--- config.mk ---
export PLATFORM = sky130hd
export DESIGN_NAME = go_back_n_sender_unit
export DESIGN_NICKNAME = d
export VERILOG_FILES = /design/src/hw/rtl/gbn_pkg.sv /design/src/hw/rtl/gbn_front.sv /design/src/hw/rtl/gbn_queue.sv /design/src/hw/rtl/gbn_back.sv /design/src/hw/rtl/go_back_n_sender_unit.sv
export SDC_FILE = /design/constraint.sdc
export NUM_CORES = 1
export LEC_CHECK = 0
export ABC_AREA = 1
export ABC_CLOCK_PERIOD_IN_PS = 8100
export BUFFER_PORTS_ARGS = -buffer_cell sky130_fd_sc_hd__buf_2
export CORE_ASPECT_RATIO = 1.5
export CORE_MARGIN = 5
export CORE_UTILIZATION = 30
export CTS_CLUSTER_DIAMETER = 60
export DETAILED_ROUTE_END_ITERATION = 16
export PLACE_DENSITY = 0.49
export SETUP_SLACK_MARGIN = 0.2
export SLEW_MARGIN = 25
export SYNTH_ARGS = -nofsm -noshare
export SYNTH_HDL_FRONTEND = slang
export SYNTH_HIERARCHICAL = 1
export SYNTH_SLANG_ARGS = --single-unit
--- constraint.sdc ---
create_clock -name clk_i -period 8.1 [get_ports clk_i]
set_input_delay 0.81 -clock clk_i [delete_from_list [all_inputs] [get_ports clk_i]]
set_output_delay 0.81 -clock clk_i [all_outputs]
set_load 0.02 [all_outputs]
--- src/hw/rtl/gbn_pkg.sv ---
// Package with constants, codes and item types of the Go-Back-N sender.
`timescale 1ns / 1ps

package gbn_pkg;

  localparam int SeqBits     = 16;
  localparam int MaxWindow   = 64;
  localparam int WinBits     = 7;
  localparam int CountBits   = 16;
  localparam int OpBits      = 2;
  localparam int CfgIdxBits  = 2;
  localparam int CfgDataBits = 16;
  localparam int QueueDepth  = 2;
  localparam int QPtrBits    = $clog2(QueueDepth);
  localparam int QCntBits    = $clog2(QueueDepth + 1);

  localparam logic [OpBits-1:0] OP_START   = 2'd0;
  localparam logic [OpBits-1:0] OP_ACK     = 2'd1;
  localparam logic [OpBits-1:0] OP_TIMEOUT = 2'd2;

  localparam logic [CfgIdxBits-1:0] CFG_FRAME_COUNT = 2'd0;
  localparam logic [CfgIdxBits-1:0] CFG_WINDOW_SIZE = 2'd1;

  localparam logic [CountBits-1:0] FRAME_COUNT_RESET = 16'd8;
  localparam logic [WinBits-1:0]   WINDOW_SIZE_RESET = 7'd4;

  localparam logic [SeqBits-1:0] SEQ_MASK = {SeqBits{1'b1}};

  localparam logic KIND_DATA = 1'b0;
  localparam logic KIND_END  = 1'b1;

  typedef struct packed {
    logic [OpBits-1:0]  op;
    logic [SeqBits-1:0] ack_number;
  } in_item_t;

  typedef struct packed {
    logic               kind;
    logic [SeqBits-1:0] seq_number;
    logic               last;
  } out_item_t;

  // Burst command from front to back: an end marker or a run of frames.
  typedef struct packed {
    logic               is_end;
    logic [SeqBits-1:0] first_seq;
    logic [WinBits-1:0] count;
  } cmd_t;

  typedef struct packed {
    logic full;
    logic empty;
  } q_stat_t;

endpackage

--- src/hw/rtl/gbn_front.sv ---
// Front end: accepts events, keeps window state and issues burst commands.
`timescale 1ns / 1ps

module gbn_front (
  input  logic                             clk_i,
  input  logic                             rst_ni,
  input  logic                             in_valid_i,
  output logic                             in_stall_o,
  input  gbn_pkg::in_item_t                in_item_i,
  input  logic                             cfg_valid_i,
  output logic                             cfg_ready_o,
  input  logic [gbn_pkg::CfgIdxBits-1:0]   cfg_index_i,
  input  logic [gbn_pkg::CfgDataBits-1:0]  cfg_data_i,
  input  gbn_pkg::q_stat_t                 q_stat_i,
  output logic                             push_o,
  output gbn_pkg::cmd_t                    cmd_o
);

  logic [gbn_pkg::CountBits-1:0] frame_count_q, frame_count_d;
  logic [gbn_pkg::WinBits-1:0]   window_size_q, window_size_d;
  logic [gbn_pkg::SeqBits-1:0]   base_q, base_d, next_q, next_d;
  logic [gbn_pkg::WinBits-1:0]   outs_q, outs_d;
  logic                          active_q, active_d;

  logic                          accept;
  logic [gbn_pkg::SeqBits-1:0]   lim, base_n, next_n, avail;
  logic [gbn_pkg::WinBits-1:0]   win, outs_n, room, n_send;
  logic                          do_end, do_fill;

  assign cfg_ready_o = 1'b1;
  assign in_stall_o  = q_stat_i.full;
  assign accept      = in_valid_i && !q_stat_i.full;

  assign lim = gbn_pkg::SeqBits'((32'(frame_count_q) > 32'(gbn_pkg::SEQ_MASK)) ?
               32'(gbn_pkg::SEQ_MASK) : 32'(frame_count_q));
  assign win = (window_size_q > gbn_pkg::WinBits'(gbn_pkg::MaxWindow)) ?
               gbn_pkg::WinBits'(gbn_pkg::MaxWindow) : window_size_q;

  always_comb begin
    base_n   = base_q;
    next_n   = next_q;
    outs_n   = outs_q;
    active_d = active_q;
    do_end   = 1'b0;
    do_fill  = 1'b0;
    if (accept) begin
      if (in_item_i.op == gbn_pkg::OP_START) begin
        base_n   = '0;
        next_n   = '0;
        outs_n   = '0;
        active_d = 1'b1;
        if (lim == '0) begin
          active_d = 1'b0;
          do_end   = 1'b1;
        end else begin
          do_fill = 1'b1;
        end
      end else if (active_q && (in_item_i.op == gbn_pkg::OP_ACK ||
                                in_item_i.op == gbn_pkg::OP_TIMEOUT)) begin
        if (in_item_i.op == gbn_pkg::OP_ACK && in_item_i.ack_number == base_q) begin
          // Slide the window by one.
          outs_n = (outs_q != '0) ? outs_q - 1'b1 : '0;
          base_n = base_q + 1'b1;
          next_n = (next_q < base_n) ? base_n : next_q;
          if (base_n >= lim) begin
            active_d = 1'b0;
            do_end   = 1'b1;
          end else begin
            do_fill = 1'b1;
          end
        end else begin
          // Rewind and resend the window.
          next_n  = base_q;
          outs_n  = '0;
          do_fill = 1'b1;
        end
      end
    end
  end

  assign room   = (win > outs_n) ? win - outs_n : '0;
  assign avail  = (lim > next_n) ? lim - next_n : '0;
  assign n_send = (32'(avail) < 32'(room)) ? gbn_pkg::WinBits'(avail) : room;

  always_comb begin
    base_d = base_n;
    next_d = next_n;
    outs_d = outs_n;
    if (do_fill) begin
      next_d = next_n + gbn_pkg::SeqBits'(n_send);
      outs_d = outs_n + n_send;
    end
  end

  assign push_o          = do_end || (do_fill && n_send != '0);
  assign cmd_o.is_end    = do_end;
  assign cmd_o.first_seq = do_end ? '0 : next_n;
  assign cmd_o.count     = n_send;

  always_comb begin
    frame_count_d = frame_count_q;
    window_size_d = window_size_q;
    if (cfg_valid_i && cfg_ready_o) begin
      if (cfg_index_i == gbn_pkg::CFG_FRAME_COUNT) begin
        frame_count_d = cfg_data_i[gbn_pkg::CountBits-1:0];
      end else if (cfg_index_i == gbn_pkg::CFG_WINDOW_SIZE) begin
        window_size_d = cfg_data_i[gbn_pkg::WinBits-1:0];
      end
    end
  end

  always_ff @(posedge clk_i or negedge rst_ni) begin
    if (!rst_ni) begin
      frame_count_q <= gbn_pkg::FRAME_COUNT_RESET;
      window_size_q <= gbn_pkg::WINDOW_SIZE_RESET;
      base_q        <= '0;
      next_q        <= '0;
      outs_q        <= '0;
      active_q      <= 1'b0;
    end else begin
      frame_count_q <= frame_count_d;
      window_size_q <= window_size_d;
      base_q        <= base_d;
      next_q        <= next_d;
      outs_q        <= outs_d;
      active_q      <= active_d;
    end
  end

endmodule

--- src/hw/rtl/gbn_queue.sv ---
// Short command queue between the front and back ends.
`timescale 1ns / 1ps

module gbn_queue (
  input  logic             clk_i,
  input  logic             rst_ni,
  input  logic             push_i,
  input  gbn_pkg::cmd_t    data_i,
  input  logic             pop_i,
  output gbn_pkg::cmd_t    data_o,
  output gbn_pkg::q_stat_t stat_o
);

  gbn_pkg::cmd_t                mem_q [gbn_pkg::QueueDepth];
  logic [gbn_pkg::QPtrBits-1:0] wr_ptr_q, wr_ptr_d, rd_ptr_q, rd_ptr_d;
  logic [gbn_pkg::QCntBits-1:0] cnt_q, cnt_d;
  logic                         do_push, do_pop;

  assign stat_o.full  = (cnt_q == gbn_pkg::QCntBits'(gbn_pkg::QueueDepth));
  assign stat_o.empty = (cnt_q == '0);
  assign do_push      = push_i && !stat_o.full;
  assign do_pop       = pop_i && !stat_o.empty;
  assign data_o       = mem_q[rd_ptr_q];

  always_comb begin
    wr_ptr_d = wr_ptr_q;
    rd_ptr_d = rd_ptr_q;
    cnt_d    = cnt_q;
    if (do_push) begin
      wr_ptr_d = (wr_ptr_q == gbn_pkg::QPtrBits'(gbn_pkg::QueueDepth - 1)) ?
                 '0 : wr_ptr_q + 1'b1;
    end
    if (do_pop) begin
      rd_ptr_d = (rd_ptr_q == gbn_pkg::QPtrBits'(gbn_pkg::QueueDepth - 1)) ?
                 '0 : rd_ptr_q + 1'b1;
    end
    if (do_push && !do_pop) begin
      cnt_d = cnt_q + 1'b1;
    end else if (do_pop && !do_push) begin
      cnt_d = cnt_q - 1'b1;
    end
  end

  always_ff @(posedge clk_i) begin
    if (do_push) begin
      mem_q[wr_ptr_q] <= data_i;
    end
  end

  always_ff @(posedge clk_i or negedge rst_ni) begin
    if (!rst_ni) begin
      wr_ptr_q <= '0;
      rd_ptr_q <= '0;
      cnt_q    <= '0;
    end else begin
      wr_ptr_q <= wr_ptr_d;
      rd_ptr_q <= rd_ptr_d;
      cnt_q    <= cnt_d;
    end
  end

endmodule

--- src/hw/rtl/gbn_back.sv ---
// Back end: expands burst commands into registered results, one per cycle while the output is not stalled.
`timescale 1ns / 1ps

module gbn_back (
  input  logic               clk_i,
  input  logic               rst_ni,
  input  gbn_pkg::cmd_t      cmd_i,
  input  gbn_pkg::q_stat_t   q_stat_i,
  output logic               pop_o,
  output logic               out_valid_o,
  input  logic               out_stall_i,
  output gbn_pkg::out_item_t out_item_o
);

  logic [gbn_pkg::SeqBits-1:0] cur_q, cur_d;
  logic [gbn_pkg::WinBits-1:0] rem_q, rem_d;
  logic                        valid_q, valid_d;
  gbn_pkg::out_item_t          item_q, item_d;
  logic                        advance;

  assign advance     = !valid_q || !out_stall_i;
  assign out_valid_o = valid_q;
  assign out_item_o  = item_q;

  always_comb begin
    cur_d   = cur_q;
    rem_d   = rem_q;
    valid_d = valid_q;
    item_d  = item_q;
    pop_o   = 1'b0;
    if (advance) begin
      if (rem_q != '0) begin
        item_d.kind       = gbn_pkg::KIND_DATA;
        item_d.seq_number = cur_q;
        item_d.last       = (rem_q == gbn_pkg::WinBits'(1));
        valid_d           = 1'b1;
        cur_d             = cur_q + 1'b1;
        rem_d             = rem_q - 1'b1;
      end else if (!q_stat_i.empty) begin
        pop_o   = 1'b1;
        valid_d = 1'b1;
        if (cmd_i.is_end) begin
          item_d.kind       = gbn_pkg::KIND_END;
          item_d.seq_number = '0;
          item_d.last       = 1'b1;
        end else begin
          item_d.kind       = gbn_pkg::KIND_DATA;
          item_d.seq_number = cmd_i.first_seq;
          item_d.last       = (cmd_i.count == gbn_pkg::WinBits'(1));
          cur_d             = cmd_i.first_seq + 1'b1;
          rem_d             = cmd_i.count - 1'b1;
        end
      end else begin
        valid_d = 1'b0;
      end
    end
  end

  always_ff @(posedge clk_i) begin
    item_q <= item_d;
    cur_q  <= cur_d;
  end

  always_ff @(posedge clk_i or negedge rst_ni) begin
    if (!rst_ni) begin
      rem_q   <= '0;
      valid_q <= 1'b0;
    end else begin
      rem_q   <= rem_d;
      valid_q <= valid_d;
    end
  end

endmodule

--- src/hw/rtl/go_back_n_sender_unit.sv ---
// Go-Back-N sender: top level joining front end, command queue and back end.
// With the queue empty and the output free, an accepted item is written into the command queue,
// and its first result is then registered in the back end's output register.
// One result per cycle while the output is not stalled; an item that sends n frames holds the back end for n results.
// The front takes one item per cycle while the two-entry command queue has room.
// Reset clears window state, the queue and the output valid; frame_count = 8, window_size = 4.
`timescale 1ns / 1ps

module go_back_n_sender_unit (
  input  logic                            clk_i,
  input  logic                            rst_ni,
  input  logic                            in_valid_i,
  output logic                            in_stall_o,
  input  gbn_pkg::in_item_t               in_item_i,
  output logic                            out_valid_o,
  input  logic                            out_stall_i,
  output gbn_pkg::out_item_t              out_item_o,
  input  logic                            cfg_valid_i,
  output logic                            cfg_ready_o,
  input  logic [gbn_pkg::CfgIdxBits-1:0]  cfg_index_i,
  input  logic [gbn_pkg::CfgDataBits-1:0] cfg_data_i
);

  // Front to queue: one command per accepted item that causes results.
  logic             push;
  gbn_pkg::cmd_t    push_cmd;
  // Queue to back: head command and fill status.
  gbn_pkg::cmd_t    head_cmd;
  gbn_pkg::q_stat_t q_stat;
  logic             pop;

  // Classify events, update base / next / outstanding, size the burst.
  gbn_front u_front (
    .clk_i       (clk_i),
    .rst_ni      (rst_ni),
    .in_valid_i  (in_valid_i),
    .in_stall_o  (in_stall_o),
    .in_item_i   (in_item_i),
    .cfg_valid_i (cfg_valid_i),
    .cfg_ready_o (cfg_ready_o),
    .cfg_index_i (cfg_index_i),
    .cfg_data_i  (cfg_data_i),
    .q_stat_i    (q_stat),
    .push_o      (push),
    .cmd_o       (push_cmd)
  );

  // Decouple the front from a stalled or busy back end.
  gbn_queue u_queue (
    .clk_i  (clk_i),
    .rst_ni (rst_ni),
    .push_i (push),
    .data_i (push_cmd),
    .pop_i  (pop),
    .data_o (head_cmd),
    .stat_o (q_stat)
  );

  // Emit frames or the end marker of the head command, one per cycle while not stalled, into the output register.
  gbn_back u_back (
    .clk_i       (clk_i),
    .rst_ni      (rst_ni),
    .cmd_i       (head_cmd),
    .q_stat_i    (q_stat),
    .pop_o       (pop),
    .out_valid_o (out_valid_o),
    .out_stall_i (out_stall_i),
    .out_item_o  (out_item_o)
  );

endmodule

==> flow_summary.json, run 1 <==
{
  "ys_types": 57,
  "cp_slowest_stage_delay_ns": 0.47,
  "pin_count": 62,
  "final_core_util_pct": 34.66,
  "nets": 1783,
  "fp-row-count": 89,
  "slew_headroom_pct": 32.72,
  "synth_top_area_share_pct": 20.76,
  "ctsRootBufferMaster": "clkbuf_16",
  "cts_buffers": 17,
  "clock_path_buffers": 2,
  "dp_slack_ns": 0.1868,
  "start_util_pct": 30.27,
  "core_area_um2": 39200,
  "min_path_type": "input pin to asynchronous set/reset pin",
  "synthCells": 1572,
  "stdcell_count": 2169,
  "grt.total_usage_pct": 16.28,
  "rr_worst_depth": 49,
  "cp_max_fo": 15,
  "grt_pass1_wl_um": 55750,
  "cts.sinks": 157,
  "worst_pin_slew_ns": 1.003,
  "final_layout_size_suffix_gt1_share_pct": 15.34,
  "hold_viol": 0,
  "drc": 0,
  "finalCritPeriodShare_pct": 91.27,
  "clk_latency_ns": 0.45,
  "peakVddDrop_mv": 0.1538,
  "antenna_left": 0,
  "hpwl_um": 28080,
  "setup_tns_ns": 0,
  "grt_pass1_vias": 10588,
  "slowest_stage": "nor4_2",
  "ys_ff_latch": 157,
  "drt_iter0_markers": 616,
  "worst_slack_ns": 0.7070,
  "synth-seq-area-share_pct": 36.60,
  "via_per_inst": 4.873,
  "place.gp.congestion": 0.9219,
  "finalCriticalPeriod_ns": 7.393,
  "syn_nets": 1699,
  "die_x_um": 172.4,
  "antenna_found_initial": 0,
  "die_h_um": 253.6,
  "crit_start": "u_front/base_q[2]$_DFFE_PN0P_",
  "portBuffers": 60,
  "cp.arrival_ns": 7.73,
  "firstDrtPassIters": 5,
  "wl_um": 35110,
  "power_density_nw_per_um2": 393.5,
  "cts_hold_buf": 0,
  "routedWlPerCell_um": 16.19,
  "synth_area_um2": 11860,
  "n_antenna_cell": 0,
  "status": "finished, final reports clean",
  "dieArea_um2": 43710,
  "path_clk_slew_ns": 0.07,
  "synth.area.top_cells": "edfxtp_1 21%, dfrtp_1 15%, nand2_1 13%",
  "cts_tree": "built",
  "grt_max_degree": 56,
  "crit_type": "flip-flop to flip-flop",
  "htreeDepth": 4,
  "rsz0062_at_grt": "no",
  "required_ns": 8.43,
  "area_growth_syn_to_layout_pct": 14.51,
  "end_kind": "flip-flop",
  "syn_avg_cell_area_um2": 7.547,
  "grt-ovfl-total": 0,
  "drv_slew": 0,
  "leakage_nw": 6.452,
  "rr_startpoint": "u_front/base_q[2]$_DFFE_PN0P_",
  "fin_skew_ns": 0.01184,
  "place_inst": 2119,
  "p_total_mw": 5.347,
  "routed-via-count": 10569,
  "setup_viol": 0,
  "crit_top_cell": "nand2_1",
  "yosys_warnings": 6,
  "maxCapViolCount": 0,
  "cp-start-kind": "flip-flop",
  "fmax_ghz": 0.1353,
  "yosysTopAreaCell": "edfxtp_1"
}
-- repair_timing --
item	CTS	global route
gates cloned	0	0
gates resized for setup	1	37
setup endpoints to repair	2	68
buffers inserted	0	18
pin swaps	0	12
-- cells in the final DEF (no fill, tap or decap), types with 3 or more instances in the layout --
master,instances
nand2_2,24
edfxtp_1,82
xnor2_1,13
xor2_1,34
or2_2,6
nor2_2,10
buf_2,60
nor3_1,11
buf_4,39
a21oi_1,87
a211oi_1,3
o21bai_1,3
o21ai_1,24
inv_2,15
nor2_1,129
nand3_2,9
inv_6,3
nand3_1,61
nand3b_1,9
inv_1,223
nand2_1,408
clkbuf_16,17
o22ai_1,22
ha_1,80
xor2_2,3
nand2_4,10
a21oi_2,3
nor2_4,10
nand3_4,3
a22oi_2,3
nand4_1,38
dfrtp_1,69
o21a_1,4
o21ai_2,9
dfrtp_2,4
clkinv_4,3
o21ai_0,87
nor4_1,9
-- per-layer routing --
| layer | vias to the layer above | track usage, % | part of all wire [%] |
|---|---|---|---|
| met1 | 4957 | 18.55 | 41 |
| li1 | 5333 | - | - |
| met5 | - | 0 | 0 |
| met2 | 207 | 29.83 | 52 |
| met3 | 72 | 2.241 | 3.0 |
| met4 | 0 | 7.124 | 3.9 |
-- stage by stage --
step | cell area [um2] | hold WS [ns]
floorplan | 11860 | 0.4490
global placement | 12740 | 0.4653
detailed placement | 12750 | 0.4773
CTS | 13340 | 0.2331
global route | 13590 | 0.2462
finish | 13590 | 0.2404
-- final cells by class --
| class | count | area, um2 |
|---|---|---|
| clock buffer | 18 | 429.2 |
| clock inverter | 14 | 158.9 |
| fill | 4222 | 25610 |
| inverter | 240 | 903.4 |
| multi-input combinational | 1140 | 6524 |
| sequential | 157 | 4347 |
| tap | 500 | 625.6 |
| timing repair buffer | 100 | 598.1 |
-- worst max-delay path: cells and delay by family, from the launching register on --
family          cells  cell delay (ns)
simple gates       30             3.59
fa+ha+maj           4             1.22
compound gates      6             1.03
buf+inv             7             0.58
flops               1             0.45
xor+xnor            2             0.41
-- power breakdown --
group / internal, mW / switching [mW] / leakage, nW
sequential: 1.14 / 0.168 / 1.71
clock: 0.460 / 0.362 / 0.283
combinational: 1.11 / 2.10 / 4.46
total: 2.71 / 2.63 / 6.45
-- Yosys cell counts (all sizes together) --
| master | count |
|---|---|
| nand2 | 443 |
| nor2 | 149 |
| nand3 | 73 |
| buf | 24 |
| a31oi | 2 |
| or2 | 6 |
| a22oi | 5 |
| and2 | 1 |
| o211ai | 2 |
| xnor2 | 13 |
| o41ai | 1 |
| ha | 82 |
| o221ai | 2 |
| o31ai | 1 |
| a21oi | 92 |
| o22ai | 22 |
| o21a | 4 |
| and3 | 1 |
| o21bai | 4 |
| nand3b | 9 |
| nand4 | 39 |
| xor2 | 37 |
| inv | 240 |
| a211oi | 3 |
| nor4 | 10 |
| o21ai | 120 |
| conb | 1 |
| edfxtp | 82 |
| clkbuf | 11 |
| nor4b | 1 |
| dfrtp | 73 |
| dfstp | 2 |
| nor3 | 13 |
| fa | 4 |
-- path summary, 6_finish.rpt --
check	slack (ns)	endpoint
min in group clk_i	0.49	u_queue/wr_ptr_q$_DFFE_PN0P_
min reg2reg	0.49	u_queue/wr_ptr_q$_DFFE_PN0P_
max in group asynchronous	6.76	u_back/rem_q[2]$_DFFE_PN0P_
min	0.24	u_front/frame_count_q[9]$_DFFE_PN0P_
max	0.71	u_front/next_q[10]$_DFF_PN0_
max reg2reg	0.71	u_front/next_q[10]$_DFF_PN0_
-- cells by family after synthesis --
logic type / share of synthesized area, %
AND/OR/NAND/NOR: 28.63
buffers and inverters: 9.407
AO/OA/AOI/OAI: 12.25
flip-flops: 36.60
adder cells (fa/ha/maj): 9.323
XOR/XNOR: 3.755
other: 0.03161
-- sequential cells by signal, summed over array words and instances (netlist names) --
| name | flops |
|---|---|
| u_front/window_size_q | 7 |
| u_queue/rd_ptr_q | 1 |
| u_back/rem_q | 7 |
| u_back/out_valid_o | 1 |
| u_queue/cnt_q | 2 |
| u_front/frame_count_q | 16 |
| u_back/out_item_o | 18 |
| u_front/outs_q | 7 |
| u_front/active_q | 1 |
| u_queue/wr_ptr_q | 1 |
| u_front/next_q | 16 |
| u_back/cur_q | 16 |
| u_queue/mem_q | 48 |
| u_front/base_q | 16 |
Note: power is estimated with default switching activity, not from simulation.
==> inputs of run 2 (changes only) <==
--- a/config.mk
+++ b/config.mk
@@ -6,14 +6,14 @@
 export NUM_CORES = 1
 export LEC_CHECK = 0
 export ABC_AREA = 1
-export ABC_CLOCK_PERIOD_IN_PS = 8100
+export ABC_CLOCK_PERIOD_IN_PS = 5900
 export BUFFER_PORTS_ARGS = -buffer_cell sky130_fd_sc_hd__buf_2
 export CORE_ASPECT_RATIO = 1.5
 export CORE_MARGIN = 5
 export CORE_UTILIZATION = 30
 export CTS_CLUSTER_DIAMETER = 60
 export DETAILED_ROUTE_END_ITERATION = 16
-export PLACE_DENSITY = 0.49
+export PLACE_DENSITY = 0.51
 export SETUP_SLACK_MARGIN = 0.2
 export SLEW_MARGIN = 25
 export SYNTH_ARGS = -nofsm -noshare
==> constraint.sdc (replaced) <==
create_clock -name clk_i -period 5.9 [get_ports clk_i]
set_input_delay 0.59 -clock clk_i [delete_from_list [all_inputs] [get_ports clk_i]]
set_output_delay 0.59 -clock clk_i [all_outputs]
set_load 0.02 [all_outputs]
==> flow_summary.json, run 2 (synthesized netlist as in run 1, its figures left out) <==
{
  "status": "finished with violations",
  "violations": "negative setup slack",
  "n_antenna_cell": 0,
  "cp-start-kind": "flip-flop",
  "pin_count": 62,
  "power_density_nw_per_um2": 587.5,
  "drc": 0,
  "slowest_stage": "dfrtp_1",
  "grt_pass1_wl_um": 59360,
  "fp-row-count": 89,
  "via_per_inst": 4.777,
  "cts_buffers": 17,
  "routedWlPerCell_um": 15.56,
  "min_path_type": "input pin to asynchronous set/reset pin",
  "start_util_pct": 30.27,
  "clock_path_buffers": 2,
  "cp_max_fo": 8,
  "cts.sinks": 157,
  "cts_hold_buf": 0,
  "end_kind": "flip-flop",
  "crit_top_cell": "nand2_2",
  "final_layout_size_suffix_gt1_share_pct": 33.38,
  "most-common-layout-cells": "377 x nand2_1, 283 x buf_4, 203 x inv_1",
  "wl_um": 37990,
  "p_switching_mw": 4.368,
  "portBuffers": 60,
  "clkPwrFrac_pct": 11.8,
  "largest_register_ff_count": 48,
  "fmax_ghz": 0.1492,
  "fin_skew_ns": 0.01003,
  "cp.arrival_ns": 7.02,
  "regMostFlops": "u_queue/mem_q",
  "worst_slack_ns": -0.8034,
  "ctsRootBufferMaster": "clkbuf_16",
  "required_ns": 6.21,
  "peakVddDrop_mv": 0.2872,
  "finalCritPeriodShare_pct": 113.6,
  "hold_viol": 0,
  "cp_slowest_stage_delay_ns": 0.40,
  "grt_max_degree": 60,
  "p_int_mw": 5.355,
  "reg2reg_slack_ns": -0.80,
  "p_comb_share_pct": 70.2,
  "path_clk_slew_ns": 0.07,
  "die_x_um": 172.4,
  "grt.total_usage_pct": 17.30,
  "seqPwrFrac_pct": 18.1,
  "area_growth_syn_to_layout_pct": 39.50,
  "stdcell_count": 2441,
  "maxCapViolCount": 0,
  "hold_ws_ns": 0.01772,
  "slew_headroom_pct": 34.94,
  "clk_latency_ns": 0.44,
  "grt_pass1_vias": 11801,
  "cts_tree": "built",
  "hpwl_um": 29830,
  "sw_frac_of_total_pct": 44.92,
  "die_h_um": 253.6,
  "place.gp.congestion": 0.9065,
  "nets": 2055,
  "leakage_nw": 7.869,
  "worst_pin_slew_ns": 0.9759,
  "routed-via-count": 11660,
  "rsz0062_at_grt": "yes",
  "firstDrtPassIters": 7,
  "antenna_found_initial": 0,
  "setup_tns_ns": -46.45,
  "path_buf_inv": 10,
  "setup_viol": 72,
  "p_total_mw": 9.723,
  "layout_commonest_cell": "nand2_1",
  "drv_slew": 0,
  "antenna_left": 0,
  "crit_family": "simple AND/OR/NAND/NOR gates",
  "drt_iter0_markers": 473,
  "dieArea_um2": 43710,
  "core_area_um2": 39200,
  "grt-ovfl-total": 0,
  "crit_type": "flip-flop to flip-flop",
  "finalCriticalPeriod_ns": 6.703,
  "htreeDepth": 4,
  "place_inst": 2351
}
==> run 2: metrics by stage <==
step	util [%]	cell area, um2	worst slack (ns)
floorplan	-	12040	-0.5711
CTS	40.57	15900	-0.6065
finish	42.22	16550	-0.8034
detailed placement	37.52	14710	-0.8219
global route	42.22	16550	-1.195
global placement	37.52	14710	-0.8018
==> run 2: worst paths after layout <==
path,cells past startpoint,start,end
worst min-delay path,1,rst_ni,u_front/base_q[11]$_DFFE_PN0P_
worst max-delay path,47,u_front/base_q[0]$_DFFE_PN0P_,u_front/next_q[9]$_DFF_PN0_
min in group clk_i,3,cfg_data_i[14],u_front/frame_count_q[14]$_DFFE_PN0P_
worst min register to register,2,u_front/window_size_q[5]$_DFFE_PN0P_,u_front/window_size_q[5]$_DFFE_PN0P_
max in group asynchronous,2,rst_ni,u_back/rem_q[6]$_DFFE_PN0P_
worst max register to register,47,u_front/base_q[0]$_DFFE_PN0P_,u_front/next_q[9]$_DFF_PN0_
==> run 2: timing repair <==
item	in CTS	in global routing
buffers inserted	30	25
pin swaps	27	59
resized for setup	67	107
gates cloned	1	2
setup endpoints to repair	78	88
==> run 2: power groups by stage <==
stage	sequential [mW]	combinational [mW]	clock, mW
floorplan	1.78	3.21	0
global placement	1.77	5.40	0
detailed placement	1.78	5.45	0
CTS	1.76	6.07	1.18
global route	1.79	7.49	1.23
finish	1.76	6.82	1.14
==> run 2: area by class of cell <==
cell class | count | area (um2)
Clock inverter | 15 | 173.9
Sequential cell | 157 | 4343
Inverter | 240 | 919.6
Timing Repair Buffer | 371 | 2799
Fill cell | 3990 | 22650
Tap cell | 500 | 625.6
Clock buffer | 17 | 425.4
Multi-Input combinational cell | 1141 | 7263
==> run 2: layer usage <==
layer  track usage [%]  vias to the layer above  routed length (um)
met2             32.58                      236               20380
met5                 0                        -                   0
met4             6.944                        0                1435
met1             19.16                     5471               14960
met3             2.490                       85                1213
li1                  -                     5868                   -
==> inputs of run 3 (changes only) <==
--- a/config.mk
+++ b/config.mk
@@ -14,7 +14,6 @@
 export CTS_CLUSTER_DIAMETER = 60
 export DETAILED_ROUTE_END_ITERATION = 16
 export PLACE_DENSITY = 0.51
-export SETUP_SLACK_MARGIN = 0.2
 export SLEW_MARGIN = 25
 export SYNTH_ARGS = -nofsm -noshare
 export SYNTH_HDL_FRONTEND = slang
==> flow_summary.json, run 3 (synthesized netlist as in run 1, its figures left out) <==
{
  "wl_um": 37460,
  "power_density_nw_per_um2": 567.2,
  "path_buf_inv": 6,
  "reg2reg_slack_ns": -0.79,
  "crit_top_cell": "nand2_2",
  "place_inst": 2347,
  "slew_headroom_pct": 32.15,
  "nets": 2039,
  "clk_latency_ns": 0.46,
  "multi_input_area_um2": 6968,
  "fin_skew_ns": 0.01448,
  "crit_type": "flip-flop to flip-flop",
  "fp-row-count": 89,
  "area_growth_syn_to_layout_pct": 35.77,
  "firstDrtPassIters": 6,
  "finalCriticalPeriod_ns": 6.694,
  "grt_max_degree": 60,
  "dieArea_um2": 43710,
  "finalCritPeriodShare_pct": 113.5,
  "portBuffers": 60,
  "drt_iter0_markers": 593,
  "routedWlPerCell_um": 15.45,
  "cts_tree": "built",
  "r2r_end": "u_front/next_q[15]$_DFF_PN0_",
  "crit_family": "simple AND/OR/NAND/NOR gates",
  "antenna_found_initial": 0,
  "routed-via-count": 11515,
  "cp-start-kind": "flip-flop",
  "min_path_type": "input pin to flip-flop",
  "ctsRootBufferMaster": "clkbuf_16",
  "hold_viol": 0,
  "cp.arrival_ns": 7.03,
  "end_kind": "flip-flop",
  "largest_register_ff_count": 48,
  "via_per_inst": 4.748,
  "peakVddDrop_mv": 0.2369,
  "cts_buffers": 17,
  "worst_slack_ns": -0.7939,
  "start_util_pct": 30.27,
  "leakage_nw": 7.783,
  "core_area_um2": 39200,
  "grt-ovfl-total": 0,
  "violations": "negative setup slack",
  "status": "finished with violations",
  "ff_latch_area_um2": 4343,
  "final_layout_size_suffix_gt1_share_pct": 30.34,
  "path_clk_slew_ns": 0.07,
  "min_path_cells": 3,
  "slowest_stage": "dfrtp_1",
  "setup_viol": 72,
  "regMostFlops": "u_queue/mem_q",
  "hpwl_um": 29730,
  "pin_count": 62,
  "n_antenna_cell": 0,
  "htreeDepth": 4,
  "antenna_left": 0,
  "grt_pass1_vias": 11449,
  "grt_pass1_wl_um": 58410,
  "rsz0062_at_grt": "yes",
  "min_to": "u_front/frame_count_q[8]$_DFFE_PN0P_",
  "min_from": "cfg_data_i[8]",
  "rr_startpoint": "u_front/base_q[0]$_DFFE_PN0P_",
  "clock_path_buffers": 2,
  "stdcell_count": 2425,
  "grt.total_usage_pct": 17.02,
  "most-common-layout-cells": "387 x nand2_1, 278 x buf_4, 214 x inv_1",
  "cts.sinks": 157,
  "crit_cells": 48,
  "p_total_mw": 9.137,
  "worst_pin_slew_ns": 1.018,
  "die_h_um": 253.6,
  "layout_commonest_cell": "nand2_1",
  "drc": 0,
  "place.gp.congestion": 0.9130,
  "fmax_ghz": 0.1494,
  "drv_slew": 0,
  "maxCapViolCount": 0,
  "cp_max_fo": 8,
  "die_x_um": 172.4,
  "crit_start": "u_front/base_q[0]$_DFFE_PN0P_",
  "cp_slowest_stage_delay_ns": 0.40,
  "fill_cells": 4123,
  "required_ns": 6.23,
  "rr_worst_depth": 48
}
## run 3: worst max-delay path by stage
| stage | endpoint | slack, ns |
|---|---|---|
| 4_1_cts | u_front/next_q[10]$_DFF_PN0_ | -0.67 |
| 3_5_place_dp | u_front/next_q[10]$_DFF_PN0_ | -0.82 |
| 5_1_grt | u_front/next_q[15]$_DFF_PN0_ | -1.27 |
| 6_report | u_front/next_q[15]$_DFF_PN0_ | -0.79 |
| 2_1_floorplan | u_front/next_q[10]$_DFF_PN0_ | -0.57 |
| 3_3_place_gp | u_front/next_q[10]$_DFF_PN0_ | -0.76 |
## run 3: repair_timing
action	CTS	global route
pin swaps	30	20
cloned	2	5
hold endpoints to repair	10	0
gates resized for setup	50	48
hold buffers	1	0
buffers inserted	20	18
endpoints found under the setup margin	72	88
## run 3: through the flow
step | setup WS, ns | setup TNS [ns] | hold slack, ns | util [%] | instance area, um2
floorplan | -0.5711 | -21.84 | 0.2944 | - | 12040
global placement | -0.7612 | -39.91 | 0.4619 | 37.38 | 14650
detailed placement | -0.8210 | -43.55 | 0.4724 | 37.38 | 14650
CTS | -0.6738 | -35.12 | 0.3635 | 39.85 | 15620
global route | -1.267 | -77.78 | 0.3740 | 41.09 | 16110
finish | -0.7939 | -44.43 | 0.3824 | 41.09 | 16110
## run 3: routing by layer
layer / vias up / GRT usage [%] / part of all wire (%)
met5: - / 0 / 0
met4: 0 / 5.933 / 2.7
met3: 60 / 2.365 / 2.8
met2: 196 / 32.23 / 55
met1: 5424 / 19.15 / 40
li1: 5835 / - / -
## run 3: final cells by class
type	count	share of cell area [%]
clock buffers	17	2.641
clock inverters	15	0.9321
inverters	240	5.678
multi-input cells	1141	43.26
flip-flops and latches	157	26.96
well taps	500	3.884
repair buffers	355	16.65
## run 3: power by group
| part | switching [mW] | internal, mW | total (mW) |
|---|---|---|---|
| clock | 0.514 | 0.596 | 1.11 |
| combinational | 3.45 | 2.82 | 6.27 |
| sequential | 0.186 | 1.57 | 1.75 |
## run 3: worst register-to-register path, delay by kind of cell, from the launching register on
family          cells  cell delay, ns
flops               1            0.40
fa+ha+maj           5            1.38
simple gates       25            2.73
buf+inv             6            0.60
compound gates     10            1.16
xor+xnor            2            0.32
